## src/rtl/mbrf_pkg.sv

```systemverilog
// ----------------------------------------------------------------------------
// Modbus request framer package
// Frame kinds, CRC-16/MODBUS constants and lookup table, frame byte selection.
// ----------------------------------------------------------------------------
package mbrf_pkg;

    localparam logic [1:0] KIND_WRITE16 = 2'd0;
    localparam logic [1:0] KIND_WRITE32 = 2'd1;
    localparam logic [1:0] KIND_READ    = 2'd2;
    localparam logic [1:0] KIND_UNUSED  = 2'd3;

    localparam logic [15:0] CRC_POLY = 16'hA001;
    localparam logic [15:0] CRC_INIT = 16'hFFFF;

    // Byte index within a frame; a frame is at most 13 bytes long.
    localparam int IDX_W = 4;
    typedef logic [IDX_W-1:0] idx_t;

    // Index of the low CRC byte, which is also the number of data bytes.
    localparam idx_t CRC_IDX_SHORT = 4'd6;
    localparam idx_t CRC_IDX_LONG  = 4'd11;

    localparam logic [7:0] WR32_COUNT_HI = 8'h00;
    localparam logic [7:0] WR32_COUNT_LO = 8'h02;
    localparam logic [7:0] WR32_BYTES    = 8'h04;

    typedef logic [255:0][15:0] crc_table_t;

    typedef struct packed {
        logic init;
        logic update;
    } crc_ctrl_t;

    // Byte-wise table for the reflected polynomial, built at elaboration.
    function automatic crc_table_t build_crc_table();
        crc_table_t tbl;
        logic [15:0] c;
        for (int i = 0; i < 256; i++) begin
            c = 16'(i);
            for (int b = 0; b < 8; b++) begin
                if (c[0])
                    c = (c >> 1) ^ CRC_POLY;
                else
                    c = c >> 1;
            end
            tbl[i] = c;
        end
        return tbl;
    endfunction

    localparam crc_table_t CRC_TABLE = build_crc_table();

    // Data byte at a given frame position (CRC bytes are handled elsewhere).
    function automatic logic [7:0] frame_data_byte(
        input logic [1:0]  kind,
        input idx_t        idx,
        input logic [7:0]  dev,
        input logic [7:0]  fc,
        input logic [15:0] reg_addr,
        input logic [31:0] val
    );
        logic [7:0] b;
        b = 8'h00;
        case (idx)
            4'd0: b = dev;
            4'd1: b = fc;
            4'd2: b = reg_addr[15:8];
            4'd3: b = reg_addr[7:0];
            4'd4: b = (kind == KIND_WRITE32) ? WR32_COUNT_HI : val[15:8];
            4'd5: b = (kind == KIND_WRITE32) ? WR32_COUNT_LO : val[7:0];
            4'd6: b = WR32_BYTES;
            4'd7: b = val[31:24];
            4'd8: b = val[23:16];
            4'd9: b = val[15:8];
            4'd10: b = val[7:0];
            default: b = 8'h00;
        endcase
        return b;
    endfunction

endpackage

```

## src/rtl/mbrf_crc_unit.sv

```systemverilog
// ----------------------------------------------------------------------------
// CRC-16/MODBUS unit
// Byte-at-a-time CRC register, updated by table lookup on command.
// ----------------------------------------------------------------------------
module mbrf_crc_unit
    import mbrf_pkg::*;
(
    input  logic        clk,
    input  logic        rst_n,
    input  crc_ctrl_t   ctrl,
    input  logic [7:0]  data,
    output logic [15:0] crc
);

    logic [15:0] crc_reg;
    logic [15:0] crc_next;
    logic [7:0]  lookup;

    assign lookup = crc_reg[7:0] ^ data;

    always_comb
    begin
        crc_next = crc_reg;
        if (ctrl.init)
            crc_next = CRC_INIT;
        else if (ctrl.update)
            crc_next = (crc_reg >> 8) ^ CRC_TABLE[lookup];
    end

    always_ff @(posedge clk or negedge rst_n)
    begin
        if (!rst_n)
            crc_reg <= CRC_INIT;
        else
            crc_reg <= crc_next;
    end

    assign crc = crc_reg;

endmodule

```

## src/rtl/modbus_request_framer.sv

```systemverilog
// ----------------------------------------------------------------------------
// Modbus RTU request framer
// Turns one request into its RTU frame bytes followed by the CRC-16/MODBUS.
// ----------------------------------------------------------------------------
// On a request transfer the sequencer enters its sending state, then the first
// byte is loaded into the output register. One byte per cycle with no stall;
// 8 bytes for read and 16-bit writes, 13 for 32-bit writes. A new request is
// taken once the last byte is loaded. The CRC table step takes each data byte.
// Requests of the unused kind are taken and dropped with no bytes.
// Reset returns the sequencer to idle and empties the output register.
module modbus_request_framer
    import mbrf_pkg::*;
(
    input  logic        clk,
    input  logic        rst_n,
    input  logic        in_valid,
    output logic        in_ready,
    input  logic [1:0]  func,
    input  logic [7:0]  device_address,
    input  logic [7:0]  function_code,
    input  logic [15:0] register_address,
    input  logic [31:0] value,
    output logic        out_valid,
    input  logic        out_ready,
    output logic [7:0]  frame_byte,
    output logic        last
);

    localparam logic ST_IDLE = 1'b0;
    localparam logic ST_SEND = 1'b1;

    logic        state_reg, state_next;
    idx_t        idx_reg, idx_next;
    logic        out_valid_reg, out_valid_next;
    logic [7:0]  byte_reg, byte_next;
    logic        last_reg, last_next;

    logic [1:0]  kind_reg;
    logic [7:0]  dev_reg;
    logic [7:0]  fc_reg;
    logic [15:0] addr_reg;
    logic [31:0] val_reg;

    logic        accept;
    logic        load;
    logic        data_phase;
    idx_t        crc_idx;
    idx_t        last_idx;
    logic [7:0]  data_byte;
    logic [15:0] crc;
    crc_ctrl_t   crc_ctrl;

    assign in_ready = (state_reg == ST_IDLE);
    assign accept   = in_valid && in_ready;

    // A byte moves into the output register when it is empty or being drained.
    assign load       = (state_reg == ST_SEND) && (!out_valid_reg || out_ready);
    assign crc_idx    = (kind_reg == KIND_WRITE32) ? CRC_IDX_LONG : CRC_IDX_SHORT;
    assign last_idx   = crc_idx + idx_t'(1);
    assign data_phase = (idx_reg < crc_idx);
    assign data_byte  = frame_data_byte(kind_reg, idx_reg, dev_reg, fc_reg,
                                        addr_reg, val_reg);

    assign crc_ctrl.init   = accept;
    assign crc_ctrl.update = load && data_phase;

    mbrf_crc_unit u_crc
    (
        .clk   (clk),
        .rst_n (rst_n),
        .ctrl  (crc_ctrl),
        .data  (data_byte),
        .crc   (crc)
    );

    always_comb
    begin
        state_next     = state_reg;
        idx_next       = idx_reg;
        out_valid_next = out_valid_reg;
        byte_next      = byte_reg;
        last_next      = last_reg;

        if (out_valid_reg && out_ready)
            out_valid_next = 1'b0;

        if (accept && (func != KIND_UNUSED))
        begin
            state_next = ST_SEND;
            idx_next   = '0;
        end

        if (load)
        begin
            out_valid_next = 1'b1;
            if (data_phase)
                byte_next = data_byte;
            else if (idx_reg == crc_idx)
                byte_next = crc[7:0];
            else
                byte_next = crc[15:8];
            last_next = (idx_reg == last_idx);
            idx_next  = idx_reg + idx_t'(1);
            if (idx_reg == last_idx)
                state_next = ST_IDLE;
        end
    end

    always_ff @(posedge clk or negedge rst_n)
    begin
        if (!rst_n)
        begin
            state_reg     <= ST_IDLE;
            idx_reg       <= '0;
            out_valid_reg <= 1'b0;
        end
        else
        begin
            state_reg     <= state_next;
            idx_reg       <= idx_next;
            out_valid_reg <= out_valid_next;
        end
    end

    always_ff @(posedge clk)
    begin
        byte_reg <= byte_next;
        last_reg <= last_next;
        if (accept)
        begin
            kind_reg <= func;
            dev_reg  <= device_address;
            fc_reg   <= function_code;
            addr_reg <= register_address;
            val_reg  <= value;
        end
    end

    assign out_valid  = out_valid_reg;
    assign frame_byte = byte_reg;
    assign last       = last_reg;

    // A valid request starts its frame at the first byte.
    a_start: assert property (@(posedge clk) disable iff (!rst_n)
        (accept && func != KIND_UNUSED) |=> (state_reg == ST_SEND && idx_reg == '0))
        else $error("frame did not start at byte zero");

    // The byte counter never runs past the final CRC byte.
    a_idx_range: assert property (@(posedge clk) disable iff (!rst_n)
        (state_reg == ST_SEND) |-> (idx_reg <= last_idx))
        else $error("byte index beyond end of frame");

    // Loading the final byte ends the frame and frees the input side.
    a_end: assert property (@(posedge clk) disable iff (!rst_n)
        (load && idx_reg == last_idx) |=> (in_ready && out_valid && last))
        else $error("frame did not end on its last byte");

    // The unused kind never gets into the sending state.
    a_kind: assert property (@(posedge clk) disable iff (!rst_n)
        (state_reg == ST_SEND) |-> (kind_reg != KIND_UNUSED))
        else $error("sending a frame of the unused kind");

endmodule
```

## config.mk

```make
export PLATFORM = sky130hd
export DESIGN_NAME = modbus_request_framer
export DESIGN_NICKNAME = d
export VERILOG_FILES = /design/src/rtl/mbrf_pkg.sv /design/src/rtl/mbrf_crc_unit.sv /design/src/rtl/modbus_request_framer.sv
export SDC_FILE = /design/constraint.sdc
export NUM_CORES = 1
export LEC_CHECK = 0
export BUFFER_PORTS_ARGS = -buffer_cell sky130_fd_sc_hd__buf_2
export CAP_MARGIN = 20
export CORE_ASPECT_RATIO = 0.7
export CORE_MARGIN = 2
export CORE_UTILIZATION = 42
export CTS_BUF_LIST = sky130_fd_sc_hd__clkbuf_16
export CTS_CLUSTER_DIAMETER = 40
export DETAILED_ROUTE_END_ITERATION = 12
export PLACE_DENSITY = 0.64
export SKIP_CTS_REPAIR_TIMING = 1
export SYNTH_ARGS = -nofsm -noshare
export SYNTH_HDL_FRONTEND = slang
export SYNTH_SLANG_ARGS = --single-unit
```

## constraint.sdc

```tcl
create_clock -name clk -period 7.9 [get_ports clk]
set_input_delay 0.79 -clock clk [delete_from_list [all_inputs] [get_ports clk]]
set_output_delay 0.79 -clock clk [all_outputs]
set_load 0.01 [all_outputs]
```

==> impl_results.md <==
- Outcome: finished clean
- Syn Inst Count: 332
- Syn Nets: 410
- Final Non-Filler Cells: 540
- Most used cell along the critical path: xnor2_1
- Fin crit period: 3.75 ns
- Via count: 2937
- Post-synth top cells: edfxtp_1, nand2_1, a21oi_1
- Final estimated routing congestion in global placement: 0.795
- Starting Density: 42.9%
- CTS H-Tree Depth: 3
- Grt ovf: 0
- Max reg flops: 32
- Flops & latches, synth: 97
- Sink Count: 97
- Port Buffer Count: 80
- Critical path type: register to register
- Final worst clock skew: 0.00672 ns
- RSZ-0062 raised after global routing: no
- Yosys warns: 0
- Avg Cell Area, Syn: 13.3 um^2
- Worst Tran Pin Value: roughly 1.0 ns
- Layout cells sized above 1: 31.6%
- Crit path DAT: 4.02 ns
- Req. time, crit path: 8.17 ns
- Core area: 10300 um^2
- Pwr/cell area: slightly below 500 nW/um^2
- Crit-path max FO: 24
- Buffers & Inverters on Critical Path: 1
- Clk Latency, worst-skew pair: approximately 0.35 ns
- DR pass1 iterations: 5
- # DRC: 0
- Root Driver: clkbuf_16
- CTS Buf Count: 9
- # setup viols final: 0
- Most frequent cell after synthesis: edfxtp_1
- Hpwl dp: 6200 um
- Max incr delay on CP: 0.72 ns
- Ant. Diodes: 0
- Share of synthesized flip-flops with an asynchronous set or reset: a little under a quarter
- Final hold violations: 0
- Maxcap violations: 0
- Leading post-synthesis cells by cell area: edfxtp_1, dfstp_2, xnor2_1, dfrtp_1, a21oi_1
- First DRT Iteration DRCs: 226
- Post-synth top area share: roughly half
- Synthesis-to-finish area growth: 17.1%
- Final ANT Viol Nets: 0
- Fin area: between 5000 and 6000 um^2
- Synth cell types: 45
- Largest area contributor in the netlist: edfxtp_1
- Final WL: 9250 um
- EDFF count, synth: 75
- Synth Cell Area: 4410 um^2
- First-pass GRT wire length: 14800 um
- Wirelength per Cell: 17.1 um
- Final period utilization: a little under half
- Post-DP Area: 4870 um^2
- Ys flop type: edfxtp_1
- Sequential share of the synthesized area: 64.0%
- Vias in the first global route: around 2800
- Die height: 89.8 um
- Largest net degree at the start of global routing: 84
- Leakage power: 0.00193 uW
- Setup total negative slack: 0 ns
- Layout Nets: 481
- Max Freq: 0.267 GHz
- Chip Width: 127 um
- Relative slew slack: 31.7%
- Rows: 31
- Clk pin slew, worst setup/hold paths: around 0.07 ns
- Total power: 2560 uW
- Crit-path slowest cell: ha_1
- Worst-path cell chain: inv_1, ha_1, a221oi_1, a211oi_1, nor4_4, xnor2_1, xnor3_1, xor3_2, xnor2_1, a211o_1
- Worst vdd ir: 0.399 mV
- GR Util All Layers: 16.7%
- Initial antenna violation count: 0
- Via density per instance: 5.44
- CP delay by family, top: XOR/XNOR gates
- Hold Crit Class: input port to async pin
- Die Area: 11400 um^2
- Placed cell count: 524
- Slew Limit Fails: 0
- # IOs: between 80 and 90
- Startpoint types: register
- Deepest clock path buffer count: 2
- TritonCTS clock tree: yes
- Crit end category: register
stage by stage:
step / util [%] / setup slack, ns / hold WS [ns]
4_1_cts: 50.3 / 4.17 / 0.426
3_5_place_dp: 47.3 / 4.19 / 0.479
3_3_place_gp: 47.3 / 4.34 / 0.471
2_1_floorplan: - / 4.27 / 0.463
5_1_grt: 50.3 / 3.92 / 0.447
6_report: 50.3 / 4.15 / 0.417
worst paths after layout:
check | from | to | slack, ns | cells after the start
min in group clk | u_crc.crc[12] | u_crc.crc[4] | 0.49 | 2
min | rst_n | idx_reg[2] | 0.42 | 1
min reg2reg | u_crc.crc[12] | u_crc.crc[4] | 0.49 | 2
max in group asynchronous | rst_n | u_crc.crc[13] | 7.12 | 1
max reg2reg | idx_reg[1] | u_crc.crc[0] | 4.15 | 10
max | idx_reg[1] | u_crc.crc[0] | 4.15 | 10
worst reg2reg max path: cells and delay by family (launching register included):
family | cells | cell delay, ns
xor+xnor | 4 | 1.37
compound gates | 3 | 0.94
fa+ha+maj | 1 | 0.72
buf+inv | 1 | 0.12
flops | 1 | 0.48
simple gates | 1 | 0.07
power breakdown:
part / switching (uW) / internal (uW) / leakage, uW
clock network: 189 / 248 / 0.000146
registers: 98.1 / 757 / 0.000930
logic: 637 / 634 / 0.000853
total: 924 / 1640 / 0.00193
cells by family after synthesis:
family | count (synthesis) | synth area share, %
AOI/OAI and AO/OA | 88 | 13.0
xor gates and xnor gates | 23 | 5.90
adders and majority gates | 8 | 2.27
buffers and inverters | 28 | 3.54
DFF | 97 | 64.0
muxes | 10 | 2.50
and+or+nand+nor | 78 | 8.82
placed cells by master, fill, tap and decap left out, types with 2 or more instances in the layout:
cell type,Yosys,layout
buf_2,8,80
edfxtp_1,75,75
nand2_1,31,31
a21oi_1,24,24
o21ai_0,23,23
xnor2_1,19,19
dfstp_2,16,16
nor3_1,14,14
nor2_1,13,13
a22oi_1,13,13
clkbuf_16,0,9
mux2_2,8,8
ha_1,8,8
a211oi_1,6,6
a222oi_1,6,6
dfrtp_1,6,6
inv_1,5,5
a221oi_1,5,5
nand2b_1,3,3
nand3_1,3,3
a32oi_1,2,2
nor4_1,2,2
nand4_1,2,2
nand3b_1,2,2
o22ai_1,2,2
mux2i_1,2,2
a22o_1,2,2
xnor3_1,2,2
inv_6,0,2
buf_4,0,2
routing by layer:
| metal | wire [um] | track usage, % | vias up |
|---|---|---|---|
| met3 | 696 | 5.42 | 11 |
| met5 | 0 | 0 | - |
| met2 | 3830 | 22.9 | 115 |
| met1 | 4620 | 25.7 | 1413 |
| met4 | 101 | 4.12 | 0 |
| li1 | - | - | 1398 |
area by class of cell:
cell class | count | area [um^2]
inverters | 6 | 22.5
multi-input cells | 207 | 1440
flip-flops and latches | 97 | 2820
clock inverters | 7 | 75.1
fillers | 887 | 5110
repair buffers | 82 | 415
clock buffers | 9 | 225
well taps | 132 | 165
Power figures use the tool's default switching activity.
